### src/design/mpsg_pkg.sv
// Package for the motor PWM safety gate: field widths, opcode and phase codes,
// register indexes, the status snapshot type and the percent saturation helper.
// No dependencies.
package mpsg_pkg;

  // Default duty resolution and percent arithmetic.
  localparam int unsigned DUTY_BITS_DEF = 10;
  localparam int unsigned PCT_W         = 7;
  localparam int unsigned PCT_IN_W      = 8;
  localparam int unsigned OPC_W         = 3;
  localparam int unsigned PHASE_W       = 2;
  localparam longint unsigned PctFull   = 100;
  localparam logic [PCT_W-1:0] PCT_FULL = 7'd100;

  // Fractional bits of the fixed-point reciprocal used for the duty scaling.
  localparam int unsigned DUTY_SHIFT = 14;

  // Event opcodes.
  localparam logic [OPC_W-1:0] OP_BOOT    = 3'd0;
  localparam logic [OPC_W-1:0] OP_CAL     = 3'd1;
  localparam logic [OPC_W-1:0] OP_SPEED   = 3'd2;
  localparam logic [OPC_W-1:0] OP_OVR     = 3'd3;
  localparam logic [OPC_W-1:0] OP_RELEASE = 3'd4;

  // Phases.
  localparam logic [PHASE_W-1:0] PH_BOOT = 2'd0;
  localparam logic [PHASE_W-1:0] PH_CAL  = 2'd1;
  localparam logic [PHASE_W-1:0] PH_RUN  = 2'd2;

  // Configuration register map.
  localparam int unsigned ADDR_W  = 3;
  localparam logic        REG_MIN = 1'b0;
  localparam logic        REG_MAX = 1'b1;

  // Gate state, also reported with every result.
  typedef struct packed {
    logic [PHASE_W-1:0] phase;
    logic [PCT_W-1:0]   speed;
    logic [PCT_W-1:0]   ovr_value;
    logic               ovr_on;
    logic               cal_done;
  } status_t;

  // Clamp a configured percent to full scale.
  function automatic logic [PCT_W-1:0] sat_pct(input logic [PCT_W-1:0] v);
    return (v > PCT_FULL) ? PCT_FULL : v;
  endfunction

endpackage

### src/design/mpsg_gate.sv
// Gate state and event decision for the motor PWM safety gate, with the duty
// scaling of the resulting speed. Depends on mpsg_pkg.
module mpsg_gate #(
  parameter int unsigned DUTY_BITS = mpsg_pkg::DUTY_BITS_DEF
) (
  input  logic                              clk_i,
  input  logic                              rst_ni,
  input  logic                              fire_i,
  input  logic [mpsg_pkg::OPC_W-1:0]        opcode_i,
  input  logic [mpsg_pkg::PCT_IN_W-1:0]     percent_i,
  input  logic                              cal_flag_i,
  input  logic [mpsg_pkg::PCT_W-1:0]        min_speed_i,
  input  logic [mpsg_pkg::PCT_W-1:0]        max_speed_i,
  output logic                              accepted_o,
  output logic [DUTY_BITS-1:0]              duty_o,
  output mpsg_pkg::status_t                 status_o
);

  // Duty = floor(speed * (2^DUTY_BITS - 1) / 100) as speed * RECIP >> DUTY_SHIFT.
  // Exact for every speed below 128 since the rounding error stays under 2^-14.
  localparam longint unsigned DutyFull = (64'd1 << DUTY_BITS) - 64'd1;
  localparam longint unsigned Recip    =
    (DutyFull * (64'd1 << mpsg_pkg::DUTY_SHIFT) + mpsg_pkg::PctFull - 64'd1) /
    mpsg_pkg::PctFull;
  localparam int unsigned RECIP_W = $clog2(Recip + 64'd1);
  localparam int unsigned PROD_W  = mpsg_pkg::PCT_W + RECIP_W;

  mpsg_pkg::status_t           st_q, st_d;
  logic [mpsg_pkg::PCT_W-1:0]  lo, hi;
  logic                        pct_ok;
  logic                        acc;
  logic [PROD_W-1:0]           prod;

  assign lo     = mpsg_pkg::sat_pct(min_speed_i);
  assign hi     = mpsg_pkg::sat_pct(max_speed_i);
  assign pct_ok = (percent_i <= {1'b0, hi});

  // Check the event against phase and flags and form the next state.
  always_comb begin
    st_d = st_q;
    acc  = 1'b0;
    unique case (opcode_i)
      mpsg_pkg::OP_BOOT: begin
        if (st_q.phase == mpsg_pkg::PH_BOOT) begin
          st_d.speed = lo;
          st_d.phase = mpsg_pkg::PH_CAL;
          acc        = 1'b1;
        end
      end
      mpsg_pkg::OP_CAL: begin
        if (!cal_flag_i) begin
          if (st_q.phase != mpsg_pkg::PH_BOOT) begin
            st_d.speed     = lo;
            st_d.ovr_on    = 1'b0;
            st_d.ovr_value = lo;
            st_d.cal_done  = 1'b0;
            st_d.phase     = mpsg_pkg::PH_CAL;
            acc            = 1'b1;
          end
        end else if (st_q.phase == mpsg_pkg::PH_CAL && !st_q.cal_done) begin
          st_d.ovr_on    = 1'b0;
          st_d.ovr_value = lo;
          st_d.speed     = lo;
          st_d.cal_done  = 1'b1;
          st_d.phase     = mpsg_pkg::PH_RUN;
          acc            = 1'b1;
        end
      end
      mpsg_pkg::OP_SPEED: begin
        if (pct_ok && st_q.phase == mpsg_pkg::PH_RUN && st_q.cal_done && !st_q.ovr_on) begin
          st_d.speed = percent_i[mpsg_pkg::PCT_W-1:0];
          acc        = 1'b1;
        end
      end
      mpsg_pkg::OP_OVR: begin
        if (pct_ok && st_q.phase == mpsg_pkg::PH_CAL && !st_q.cal_done) begin
          st_d.ovr_value = percent_i[mpsg_pkg::PCT_W-1:0];
          st_d.speed     = percent_i[mpsg_pkg::PCT_W-1:0];
          st_d.ovr_on    = 1'b1;
          acc            = 1'b1;
        end
      end
      mpsg_pkg::OP_RELEASE: begin
        st_d.ovr_on = 1'b0;
        acc         = 1'b1;
      end
      default: begin
        // Unused opcodes leave the state alone and are not accepted.
      end
    endcase
  end

  // Gate state registers, updated once per transaction.
  always_ff @(posedge clk_i or negedge rst_ni) begin
    if (!rst_ni) begin
      st_q <= '0;
    end else if (fire_i) begin
      st_q <= st_d;
    end
  end

  // Duty count for the speed after this event.
  assign prod       = PROD_W'(st_d.speed) * PROD_W'(Recip);
  assign duty_o     = prod[mpsg_pkg::DUTY_SHIFT +: DUTY_BITS];
  assign accepted_o = acc;
  assign status_o   = st_d;

endmodule

### src/design/motor_pwm_safety_gate_unit.sv
// Top level of the motor PWM safety gate: APB configuration registers, input
// register, result register and stream handshakes. Depends on mpsg_pkg, mpsg_gate.
//
// One event enters per clock while s_axis_tready_o is high, and one result leaves per
// event. An event taken from the input stream is held in the input register, is decided
// against the gate state and scaled to a duty count by one constant multiplication,
// and lands in the result register, from which its result is offered on the result
// stream. Both registers move on together, so a sustained rate of one event per cycle
// holds whenever the output side takes results every cycle; a stalled output fills the
// two registers and then holds s_axis_tready_o low. min_speed (byte address 0) and
// max_speed (byte address 4) must be written by the user over APB only while no event
// is in flight; the block does not enforce this.
module motor_pwm_safety_gate_unit #(
  parameter int unsigned DUTY_BITS = mpsg_pkg::DUTY_BITS_DEF
) (
  input  logic                            clk_i,
  input  logic                            rst_ni,
  // APB configuration port
  input  logic                            psel,
  input  logic                            penable,
  input  logic                            pwrite,
  input  logic [mpsg_pkg::ADDR_W-1:0]     paddr,
  input  logic [31:0]                     pwdata,
  output logic [31:0]                     prdata,
  output logic                            pready,
  // Event stream
  input  logic                            s_axis_tvalid_i,
  output logic                            s_axis_tready_o,
  // [7:0] percent, [8] cal_flag, [15:9] zero
  input  logic [15:0]                     s_axis_tdata_i,
  // [2:0] opcode
  input  logic [mpsg_pkg::OPC_W-1:0]      s_axis_tuser_i,
  // Result stream
  output logic                            m_axis_tvalid_o,
  input  logic                            m_axis_tready_i,
  // [0] accepted, duty, phase (2), speed_now (7), override_value (7),
  // override_on, cal_complete, then zero fill
  output logic [((DUTY_BITS + 19 + 7) / 8) * 8 - 1:0] m_axis_tdata_o
);

  localparam int unsigned OUT_W = ((DUTY_BITS + 19 + 7) / 8) * 8;

  logic [mpsg_pkg::PCT_W-1:0]    min_speed_q, max_speed_q;
  logic                          cfg_wr;
  logic                          in_valid_q;
  logic [mpsg_pkg::OPC_W-1:0]    opcode_q;
  logic [mpsg_pkg::PCT_IN_W-1:0] percent_q;
  logic                          cal_flag_q;
  logic                          in_fire, advance;
  logic                          out_valid_q;
  logic                          accepted_d, accepted_q;
  logic [DUTY_BITS-1:0]          duty_d, duty_q;
  mpsg_pkg::status_t             status_d, status_q;

  // Configuration registers.
  assign pready = 1'b1;
  assign cfg_wr = psel && penable && pwrite && pready;

  always_ff @(posedge clk_i or negedge rst_ni) begin
    if (!rst_ni) begin
      min_speed_q <= '0;
      max_speed_q <= mpsg_pkg::PCT_FULL;
    end else if (cfg_wr) begin
      unique case (paddr[2])
        mpsg_pkg::REG_MIN: min_speed_q <= pwdata[mpsg_pkg::PCT_W-1:0];
        mpsg_pkg::REG_MAX: max_speed_q <= pwdata[mpsg_pkg::PCT_W-1:0];
        default: begin
        end
      endcase
    end
  end

  assign prdata = (paddr[2] == mpsg_pkg::REG_MAX) ? 32'(max_speed_q) : 32'(min_speed_q);

  // Pipeline flow: the input register moves into the result register whenever
  // the result register is empty or being emptied this cycle.
  assign advance         = !out_valid_q || m_axis_tready_i;
  assign in_fire         = in_valid_q && advance;
  assign s_axis_tready_o = !in_valid_q || advance;

  // Input register.
  always_ff @(posedge clk_i or negedge rst_ni) begin
    if (!rst_ni) begin
      in_valid_q <= 1'b0;
    end else if (s_axis_tready_o) begin
      in_valid_q <= s_axis_tvalid_i;
    end
  end

  always_ff @(posedge clk_i) begin
    if (s_axis_tready_o && s_axis_tvalid_i) begin
      opcode_q   <= s_axis_tuser_i;
      percent_q  <= s_axis_tdata_i[mpsg_pkg::PCT_IN_W-1:0];
      cal_flag_q <= s_axis_tdata_i[mpsg_pkg::PCT_IN_W];
    end
  end

  mpsg_gate #(
    .DUTY_BITS (DUTY_BITS)
  ) u_gate (
    .clk_i       (clk_i),
    .rst_ni      (rst_ni),
    .fire_i      (in_fire),
    .opcode_i    (opcode_q),
    .percent_i   (percent_q),
    .cal_flag_i  (cal_flag_q),
    .min_speed_i (min_speed_q),
    .max_speed_i (max_speed_q),
    .accepted_o  (accepted_d),
    .duty_o      (duty_d),
    .status_o    (status_d)
  );

  // Result register.
  always_ff @(posedge clk_i or negedge rst_ni) begin
    if (!rst_ni) begin
      out_valid_q <= 1'b0;
    end else if (advance) begin
      out_valid_q <= in_valid_q;
    end
  end

  always_ff @(posedge clk_i) begin
    if (in_fire) begin
      accepted_q <= accepted_d;
      duty_q     <= duty_d;
      status_q   <= status_d;
    end
  end

  assign m_axis_tvalid_o = out_valid_q;
  assign m_axis_tdata_o  = OUT_W'({status_q.cal_done, status_q.ovr_on, status_q.ovr_value,
                                   status_q.speed, status_q.phase, duty_q, accepted_q});

endmodule
### config.mk
export PLATFORM = sky130hd
export DESIGN_NAME = motor_pwm_safety_gate_unit
export DESIGN_NICKNAME = d
export VERILOG_FILES = /design/src/design/mpsg_pkg.sv /design/src/design/mpsg_gate.sv /design/src/design/motor_pwm_safety_gate_unit.sv
export SDC_FILE = /design/constraint.sdc
export NUM_CORES = 1
export LEC_CHECK = 0
export BUFFER_PORTS_ARGS = -buffer_cell sky130_fd_sc_hd__buf_4
export CORE_MARGIN = 10
export CORE_UTILIZATION = 61
export CTS_BUF_LIST = sky130_fd_sc_hd__clkbuf_2
export DETAILED_ROUTE_END_ITERATION = 7
export PLACE_DENSITY = 0.89
export SYNTH_ARGS = -nofsm -noshare
export SYNTH_HDL_FRONTEND = slang
export SYNTH_SLANG_ARGS = --single-unit
### constraint.sdc
create_clock -name clk_i -period 11.7 [get_ports clk_i]
set_input_delay 0 -clock clk_i [delete_from_list [all_inputs] [get_ports clk_i]]
set_output_delay 0 -clock clk_i [all_outputs]
set_load 0.02 [all_outputs]
==> reports/metrics.cfg, run 1 <==
[finish]
final_layout_size_suffix_gt1_share_pct=21.10
fill_cells=620
area_growth_pct=14.06
fin_nets=778
fin_cells=748
fin_area_mm2=0.006555
layout_common_cells=buf_4, ha_1, inv_1, edfxtp_1, nand2_1
layout_commonest_cell=buf_4

[place]
io_buffers=64
postPlaceCellArea_mm2=0.006202
dp.cells=705
gp_congestion=0.9246
pre_cts_ws_ps=4672
hpwlAfterDp_um=10150

[pwr]
p_leak_nw=3.126
cellPowerDensity_mw_per_mm2=326.0
intPower_mw=1.081
ir_drop_v=0.0001871
clockPowerShare_pct=5.9
p_comb_share_pct=73.0
switching_share_pct=49.40
seqPwrFrac_pct=21.1
switching_power_mw=1.056

[critical_path]
cp-end-kind=flip-flop
cp.required_ps=12030
cp_data_arrival_time_ps=7520
crit_fanout=5
start_kind=flip-flop
critPathLaunch=max_speed_q[1]$_DFFE_PN0P_
crit_type=reg -> reg
reg2reg_from=max_speed_q[1]$_DFFE_PN0P_

[sta]
setup_viol=0
post-route-period-util_pct=61.44
setup_slack_ps=4511
finClkSkew_ps=33.02
timing.fmax_mhz=139.1
fin_setup_tns_ps=0
finalHoldViolCount=0
slew_violations=0
rsz0062_at_grt=no
min_period_ps=7189
tightest_slew_ps=814.5
slew_headroom_pct=45.70

[outcome]
outcome=finished clean

[grt]
antenna_found_initial=0
globalRouteMet2Util_pct=37.95
use_met3_pct=4.383
grt_first_pass_wirelength_um=22650
busiest_layer=met2
grt_usage_pct=21.09
use_met1_pct=23.21
overflow=0
grt_max_degree=32
first_global_vias=4660

[clock_network]
htreeDepth=3
cts_sinks=75
ctsLongestPathBuffers=2
cts_made_buffers=9
tritoncts=done
clkSlewWorstSetupHoldPaths_ps=240
clockRootBuffer=clkbuf_2
clock_latency_ps=550
cts_resized=0

[logic_synthesis]
ys_warn_count=0
ys_seq_area_share_pct=36.29
syn_inst=543
async_flop_share_pct=45.33
synth_edf_count=41
syn_area_mm2=0.005747
ys_types=69
syn_area_per_cell_um2=10.58
ys_seq_elements=75
synth-main-ff-cell=edfxtp_1

[route]
wl_per_cell_um=18.30
drt_wl_total_um=13690
vias=4423
viasPerCell=5.913
remaining_drc_errors=0
first_iter_violations=338
dr.pass1.iters=5
postRouteAntennaNets=0

[die]
fp.dieW_um=117.1
placementRows=35
die-area_mm2=0.01370
fp.coreArea_mm2=0.009196
fp.dieH_um=117.1
start_util_pct=62.49
num_io_pins=128

[min_path]
hold_path.class=in -> reg
hold_start=pwrite

[job]
cap_viol_max_count=0

==> cell type report <==
cell class                 count  area [um2]  share of cell area, %
multi-input combinational    398        3268                  49.86
tap                          111       138.9                  2.119
sequential                    75        2086                  31.82
inverter                      53       198.9                  3.035
clock buffer                   9       45.04                 0.6872
antenna                        2       5.005                0.07635
clock inverter                 7       42.54                 0.6490
timing repair buffer          93       770.7                  11.76
==> per-layer routing <==
metal	routed length (um)	vias to the layer above
li1	-	2053
met1	5170	2167
met2	7323	152
met3	718	51
met4	473	0
met5	0	-
==> path summary, 6_finish.rpt <==
path / end / slack [ps] / cells past startpoint
min in group asynchronous: max_speed_q[2]$_DFFE_PN1P_ / 470 / 3
max reg2reg: duty_q[6]$_DFFE_PP_ / 4510 / 26
max in group asynchronous: u_gate.st_q[5]$_DFFE_PN0P_ / 11010 / 4
min reg2reg: u_gate.st_q[2]$_DFFE_PN0P_ / 520 / 2
max: duty_q[6]$_DFFE_PP_ / 4510 / 26
min: max_speed_q[1]$_DFFE_PN0P_ / 90 / 3
==> cell families (layout without fill, tap and decap cells) <==
group,Yosys count,count (layout),synth area share (%)
and+or+nand+nor,122,122,11.15
other,2,31,0.1307
adders and majority gates,87,87,21.82
DFF,75,75,36.29
AOI/OAI and AO/OA,116,116,13.78
buffers and inverters,97,162,8.600
xor gates and xnor gates,10,10,1.655
muxes,34,34,6.575
==> synthesized netlist by cell type, types with 4 or more instances <==
cell type   n  area [um2]
o21bai_1    4       30.03
a211oi_1    4       30.03
mux2i_1     4       40.04
fa_1       22       440.4
nand2_1    32       120.1
xnor2_1     5       43.79
inv_1      53       198.9
mux2_2     29       326.6
edfxtp_1   41        1231
nor2b_1     6       37.54
buf_4      32       240.2
o22ai_1     6       37.54
xor2_1      4       35.03
nor3_1      5       25.02
dfrtp_1    31       775.7
a31oi_1     5       31.28
o21ai_0    31       155.2
a21oi_1    28       140.1
ha_1       65       813.3
a21o_1      6       45.04
nor2_1     28       105.1
nand4_1     4       25.02
clkbuf_1    8       30.03
nand3_1     6       30.03
nand2b_1   11       68.82
and2_1      6       37.54
==> what timing repair did <==
action	CTS	global route
buffers inserted	0	0
hold endpoints to repair	62	0
hold buffers	25	0
==> power by group through the flow <==
stage	Combinational (mW)	Sequential, mW	Clock, mW
2_1_floorplan	1.13	0.474	0
3_3_place_gp	1.43	0.451	0
6_report	1.56	0.451	0.127
4_1_cts	1.56	0.449	0.127
3_5_place_dp	1.54	0.454	0
5_1_grt	1.77	0.462	0.141
==> state kept, by name (all words and copies together) (netlist names) <==
register         cells
u_gate.st_q         18
duty_q              10
cal_flag_q           1
m_axis_tvalid_o      1
percent_q            8
opcode_q             3
m_axis_tdata_o      18
in_valid_q           1
max_speed_q          7
accepted_q           1
min_speed_q          7
==> worst max-delay path, cell delays in order, from the launching register on <==
cell	delay, ps
dfrtp_1	480
o21ai_0	190
a21oi_1	130
nand2b_1	180
ha_1	320
nand2b_1	90
a211o_1	350
a31o_2	280
and3_2	240
a21oi_1	160
nor2_1	50
a21oi_1	410
inv_1	270
ha_1	390
fa_1	500
inv_1	60
fa_1	480
fa_1	510
inv_1	50
ha_1	320
a21o_1	200
a21o_1	180
a21oi_1	200
and3_1	280
a211oi_2	130
or3_1	350
and2_1	150
==> through the flow <==
stage          hold WS [ps]  total power, mW  util, %
3_5_place_dp         -22.03            1.991    67.44
2_1_floorplan        -295.6            1.601        -
5_1_grt               78.40            2.370    71.22
3_3_place_gp         -25.31            1.878    67.44
4_1_cts               50.99            2.133    71.22
6_report              93.83            2.137    71.28
Power figures use the tool's default switching activity.
==> run 2: changes to the inputs <==
--- a/config.mk
+++ b/config.mk
@@ -7,10 +7,10 @@
 export LEC_CHECK = 0
 export BUFFER_PORTS_ARGS = -buffer_cell sky130_fd_sc_hd__buf_4
 export CORE_MARGIN = 10
-export CORE_UTILIZATION = 61
+export CORE_UTILIZATION = 51
 export CTS_BUF_LIST = sky130_fd_sc_hd__clkbuf_2
 export DETAILED_ROUTE_END_ITERATION = 7
-export PLACE_DENSITY = 0.89
+export PLACE_DENSITY = 0.8
 export SYNTH_ARGS = -nofsm -noshare
 export SYNTH_HDL_FRONTEND = slang
 export SYNTH_SLANG_ARGS = --single-unit
==> constraint.sdc (replaced) <==
create_clock -name clk_i -period 6.28 [get_ports clk_i]
set_input_delay 0 -clock clk_i [delete_from_list [all_inputs] [get_ports clk_i]]
set_output_delay 0 -clock clk_i [all_outputs]
set_load 0.02 [all_outputs]
==> run 2 against run 1 <==
Critical path type unchanged; largest power group unchanged; critical path depth shrank 1; largest cell class unchanged; sequential power is 87% higher; register-to-register slack worse by 4500 ps.
==> reports/metrics.cfg, run 2 (synthesized netlist as in run 1, its figures left out) <==
[outcome]
outcome=finished clean

[sta]
post-route-period-util_pct=99.18  ; +38 points
setup_viol=0  ; unchanged
whs_ps=46.99  ; -46.84 ps
finalHoldViolCount=0  ; unchanged
finClkSkew_ps=42.28  ; +9.262 ps
fin_setup_tns_ps=0  ; unchanged
timing.fmax_mhz=160.6  ; +15%
slew_violations=0  ; unchanged
tightest_slew_ps=600.2  ; -214.3 ps
min_period_ps=6229  ; -960.3 ps
slew_headroom_pct=59.72  ; +14 points

[place]
gp_congestion=0.9557  ; +3.4%
io_buffers=64  ; unchanged
hpwlAfterDp_um=11240  ; +11%

[pwr]
switching_power_mw=2.262  ; +110%
ir_drop_v=0.0006248  ; +230%
cellPowerDensity_mw_per_mm2=667.7  ; +100%
p_comb_share_pct=75.5  ; +2.5 points
switching_share_pct=46.13  ; -3.3 points
p_leak_nw=3.409  ; +9.1%
seqPwrFrac_pct=17.2  ; -3.9 points
clockPowerShare_pct=7.4  ; +1.5 points
intPower_mw=2.642  ; +140%

[clock_network]
ctsLongestPathBuffers=2  ; unchanged
tritoncts=done
cts_sinks=75  ; unchanged
cts_made_buffers=9  ; unchanged
clkSlewWorstSetupHoldPaths_ps=230  ; about the same
clockRootBuffer=clkbuf_2
htreeDepth=3  ; unchanged
clock_latency_ps=580  ; +30 ps

[grt]
first_global_vias=4602  ; -1.2%
busiest_layer=met2
grt_first_pass_wirelength_um=22760  ; +0.46%
overflow=0  ; unchanged
use_met1_pct=19.43  ; -3.8 points
grt_max_degree=41  ; +28%
use_met3_pct=3.859  ; -0.52 points
grt_usage_pct=17.44  ; -3.7 points
antenna_found_initial=0  ; unchanged
globalRouteMet2Util_pct=31.97  ; -6.0 points

[critical_path]
crit_slowest_cell=dfstp_2
worst_path_dominant_cell_family=adder cells
cp-end-kind=flip-flop
cp_data_arrival_time_ps=6560  ; -960 ps
crit_type=reg -> reg
cp.required_ps=6610  ; -5420 ps
crit_fanout=5  ; unchanged
crit_buf_inv=5  ; +2
max_stage_delay_ps=620  ; +110 ps
start_kind=flip-flop

[route]
postRouteAntennaNets=0  ; unchanged
vias=4519  ; +2.2%
viasPerCell=5.511  ; -6.8%
dr.pass1.iters=5  ; unchanged
drt_wl_total_um=14890  ; +8.8%
wl_per_cell_um=18.16  ; -0.76%
remaining_drc_errors=0  ; unchanged
first_iter_violations=348  ; +3.0%

[finish]
fill_cells=825  ; +33%
antenna_cells=0  ; -2
layout_common_cells=buf_4, ha_1, inv_1, edfxtp_1, dfrtp_1
layout_commonest_cell=buf_4
utilization_pct=67.16  ; -4.1 points
fin_nets=823  ; +5.8%
area_growth_pct=27.80
final_layout_size_suffix_gt1_share_pct=34.26  ; +13 points

[die]
die-area_mm2=0.01591  ; +16%
num_io_pins=128  ; unchanged
start_util_pct=52.55  ; -9.9 points
fp.coreArea_mm2=0.01094  ; +19%
fp.dieW_um=126.2  ; +7.8%
placementRows=38  ; +8.6%
fp.dieH_um=126.2  ; +7.8%

[job]
cap_viol_max_count=0  ; unchanged

[min_path]
hold_path.class=in -> reg

-- run 2: worst paths after layout --
check | from | end | slack (ps) | cells after the start
worst max-delay path | max_speed_q[6]$_DFFE_PN1P_ | duty_q[3]$_DFFE_PP_ | 50 | 25
worst min-delay path | pwrite | max_speed_q[3]$_DFFE_PN0P_ | 50 | 3
worst max register to register | max_speed_q[6]$_DFFE_PN1P_ | duty_q[3]$_DFFE_PP_ | 50 | 25
worst min register to register | u_gate.st_q[3]$_DFFE_PN0P_ | u_gate.st_q[3]$_DFFE_PN0P_ | 530 | 2
max in group asynchronous | rst_ni | u_gate.st_q[12]$_DFFE_PN0P_ | 5610 | 4
min in group asynchronous | rst_ni | max_speed_q[2]$_DFFE_PN1P_ | 440 | 3
-- run 2: repair_timing --
action / 4_1_cts / 5_1_grt
hold buffers: 25 / 0
gates resized for setup: 19 / 53
setup buffers: 2 / 4
endpoints found under the setup margin: 9 / 10
hold endpoints to repair: 62 / 0
pin swaps: 7 / 31
-- run 2: final cells by class --
cell class	instances	area, um2	share of cell area, %
sequential	75	2086	28.40
inverter	53	198.9	2.709
multi-input combinational	398	3598	48.99
clock inverter	6	112.6	1.533
tap	140	175.2	2.385
clock buffer	10	50.05	0.6814
timing repair buffer	138	1124	15.30
-- run 2: worst min-delay path: stages --
cell     delay [ps]
buf_4           110
nand4_1         280
mux2_2          220
-- run 2: stage by stage --
stage / power [mW] / area (um2) / instances / setup slack, ps
after CTS: 4.498 / 7073 / 816 / 7.761
after floorplan: 2.986 / 5852 / 570 / 46.98
after global routing: 5.322 / 7345 / 820 / -121.8
after global placement: 3.791 / 6535 / 773 / -56.20
final: 4.904 / 7345 / 820 / 51.40
after detailed placement: 3.917 / 6535 / 773 / -207.4
-- run 2: power by group through the flow --
| stage | clock network, mW | logic, mW | registers (mW) |
|---|---|---|---|
| floorplan | 0 | 2.10 | 0.883 |
| global placement | 0 | 2.95 | 0.838 |
| detailed placement | 0 | 3.07 | 0.844 |
| CTS | 0.364 | 3.30 | 0.835 |
| global route | 0.383 | 4.08 | 0.859 |
| finish | 0.361 | 3.70 | 0.843 |
-- run 2: routing by layer --
metal  wire, um  share of wire (%)
met1       5942                 40
met2       7928                 53
met3        762                5.1
met4        256                1.7
met5          0                  0
==> run 3: changes to the inputs <==
==> constraint.sdc (replaced) <==
create_clock -name clk_i -period 6.28 [get_ports clk_i]
set_input_delay 1.256 -clock clk_i [delete_from_list [all_inputs] [get_ports clk_i]]
set_output_delay 1.256 -clock clk_i [all_outputs]
set_load 0.02 [all_outputs]
==> run 3 against run 2 <==
Sequential cell count unchanged; wire length down 7.4%; first-iteration DRC count down 8.0%; final area down 3.6%; sequential share of layout area up 1.1 points; clock skew about the same; highest routed layer unchanged; global-route usage down 1.2 points; register-to-register slack better by 130 ps; via count down 2.1%; cell count down 2.3%; utilization down 2.4 points; largest cell class unchanged; critical path depth up 2.
==> reports/metrics.cfg, run 3 (synthesized netlist as in run 1, its figures left out) <==
[outcome]
outcome=finished clean

[sta]
min_period_ps=6097  ; -131.4 ps
post-route-period-util_pct=97.09  ; -2.1 points
slew_violations=0  ; unchanged
finalHoldViolCount=0  ; unchanged
setup_viol=0  ; unchanged
timing.fmax_mhz=164.0  ; +2.2%
setup_slack_ps=182.8  ; +131.4 ps
fin_setup_tns_ps=0  ; unchanged
finClkSkew_ps=42.15  ; -0.1367 ps
tightest_slew_ps=520.1  ; -80.08 ps
slew_headroom_pct=65.09  ; +5.4 points

[clock_network]
hold_buffers=0  ; -100%
clockRootBuffer=clkbuf_2
htreeDepth=3  ; unchanged
ctsLongestPathBuffers=2  ; unchanged
tritoncts=done
clkSlewWorstSetupHoldPaths_ps=230  ; about the same
clock_latency_ps=570  ; about the same
cts_made_buffers=9  ; unchanged
cts_sinks=75  ; unchanged

[place]
gp_congestion=0.9235  ; -3.4%
io_buffers=64  ; unchanged
postPlaceCellArea_mm2=0.006558  ; +0.34%
hpwlAfterDp_um=10770  ; -4.2%
pre_cts_ws_ps=-177.3  ; +30.08 ps

[min_path]
min_to=u_gate.st_q[4]$_DFFE_PN0P_
hold_start=u_gate.st_q[4]$_DFFE_PN0P_
holdPathStages=2  ; -1
hold_path.class=reg -> reg

[grt]
antenna_found_initial=0  ; unchanged
first_global_vias=4465  ; -3.0%
grt_max_degree=41  ; unchanged
grt_first_pass_wirelength_um=21440  ; -5.8%
overflow=0  ; unchanged
grt_usage_pct=16.20  ; -1.2 points

[critical_path]
r2r_end=duty_q[5]$_DFFE_PP_
cp-end-kind=flip-flop
reg2reg_slack_ps=180  ; +130 ps
start_kind=flip-flop
cp_data_arrival_time_ps=6440  ; -120 ps
crit_type=reg -> reg
ff2ff_path_depth=27  ; +8.0%
cp.required_ps=6630  ; +20 ps
reg2reg_from=max_speed_q[5]$_DFFE_PN1P_
crit_fanout=5  ; unchanged

[die]
num_io_pins=128  ; unchanged
die-area_mm2=0.01591  ; unchanged
fp.coreArea_mm2=0.01094  ; unchanged
fp.dieW_um=126.2  ; unchanged
start_util_pct=52.55  ; unchanged
placementRows=38  ; unchanged
fp.dieH_um=126.2  ; unchanged

[finish]
antenna_cells=0  ; unchanged
layout_common_cells=buf_4, ha_1, inv_1, edfxtp_1, dfrtp_1
fin_area_mm2=0.007081  ; -3.6%
area_growth_pct=23.21
final_layout_size_suffix_gt1_share_pct=35.70  ; +1.4 points
utilization_pct=64.75  ; -2.4 points
fin_nets=804  ; -2.3%
layout_commonest_cell=buf_4

[route]
wl_met1_um=5408  ; -9.0%
viasPerCell=5.521  ; +0.17%
topRoutingLayerUsed=met4
postRouteAntennaNets=0  ; unchanged
drt_wl_total_um=13780  ; -7.4%
wl_per_cell_um=17.21  ; -5.2%
wl_met3_um=1040  ; +36%
first_iter_violations=320  ; -8.0%
remaining_drc_errors=0  ; unchanged
dr.pass1.iters=5  ; unchanged
vias=4422  ; -2.1%
wl_met2_um=7004  ; -12%

[job]
cap_viol_max_count=0  ; unchanged

==> run 3: cell types whose count changed in the layout (fill, tap and decap cells not counted), moves of 2 or more <==
| cell | previous run | this run |
|---|---|---|
| buf_4 | 109 | 116 |
| o21ai_1 | 6 | 4 |
| a21oi_2 | 8 | 6 |
| a21oi_1 | 19 | 21 |
| dlygate4sd3_1 | 24 | 0 |
| a211oi_2 | 1 | 3 |
==> run 3: cell type report <==
cell class | instances | area [um2]
multi-input combinational | 398 | 3573
clock inverter | 7 | 97.59
tap | 140 | 175.2
sequential | 75 | 2086
fill | 834 | 3855
inverter | 53 | 198.9
clock buffer | 9 | 45.04
timing repair buffer | 119 | 904.6
==> run 3: per-stage QoR <==
stage / instances / hold WS (ps)
after floorplan: 570 / 443.6
after global placement: 776 / 474.8
after detailed placement: 776 / 476.9
after CTS: 792 / 523.0
after global routing: 801 / 563.9
final: 801 / 527.5
==> run 3: per-layer routing <==
layer	global-route usage [%]	vias up
met2	28.40	163
met1	18.21	2128
met4	5.961	0
met5	0	-
met3	4.782	31
li1	-	2100
==> run 3: how the worst max path moves through the flow <==
stage                                     from                   to  slack (ps)  cells after the start
finish              max_speed_q[5]$_DFFE_PN1P_  duty_q[5]$_DFFE_PP_         180                     27
global route        max_speed_q[5]$_DFFE_PN1P_  duty_q[5]$_DFFE_PP_         -60                     27
CTS                 max_speed_q[6]$_DFFE_PN1P_  duty_q[5]$_DFFE_PP_           7                     26
detailed placement  max_speed_q[5]$_DFFE_PN1P_  duty_q[6]$_DFFE_PP_        -180                     26
global placement    max_speed_q[2]$_DFFE_PN1P_  duty_q[6]$_DFFE_PP_        -110                     25
floorplan           max_speed_q[2]$_DFFE_PN1P_  duty_q[6]$_DFFE_PP_          50                     24
==> run 3: worst max-delay path, stage by stage, from the launching register on <==
cell and delay (ps):
dfstp_2 600, nand2_2 80, a21oi_2 150, nor2_1 80
ha_1 290, nand2_2 70, a211o_1 310, a31o_4 230
and3_4 210, a21oi_2 140, nor2_1 70, a21oi_2 150
inv_2 90, ha_4 230, fa_1 530, inv_1 80
fa_1 480, fa_1 490, inv_1 60, ha_4 240
a21o_1 170, a21o_1 160, a21oi_2 140, and3_4 230
a21oi_4 80, a211oi_2 260, o21bai_2 110, xor2_1 150
==> run 3: what timing repair did <==
item	CTS	global route
resized for setup	15	51
pin swaps	11	43
gates cloned	0	0
setup buffers	0	9
setup endpoints to repair	9	10
Power of run 3 is left out: the tool's default activity adds up to more than one toggle a clock period on the data nets, which glitch-free logic cannot reach.
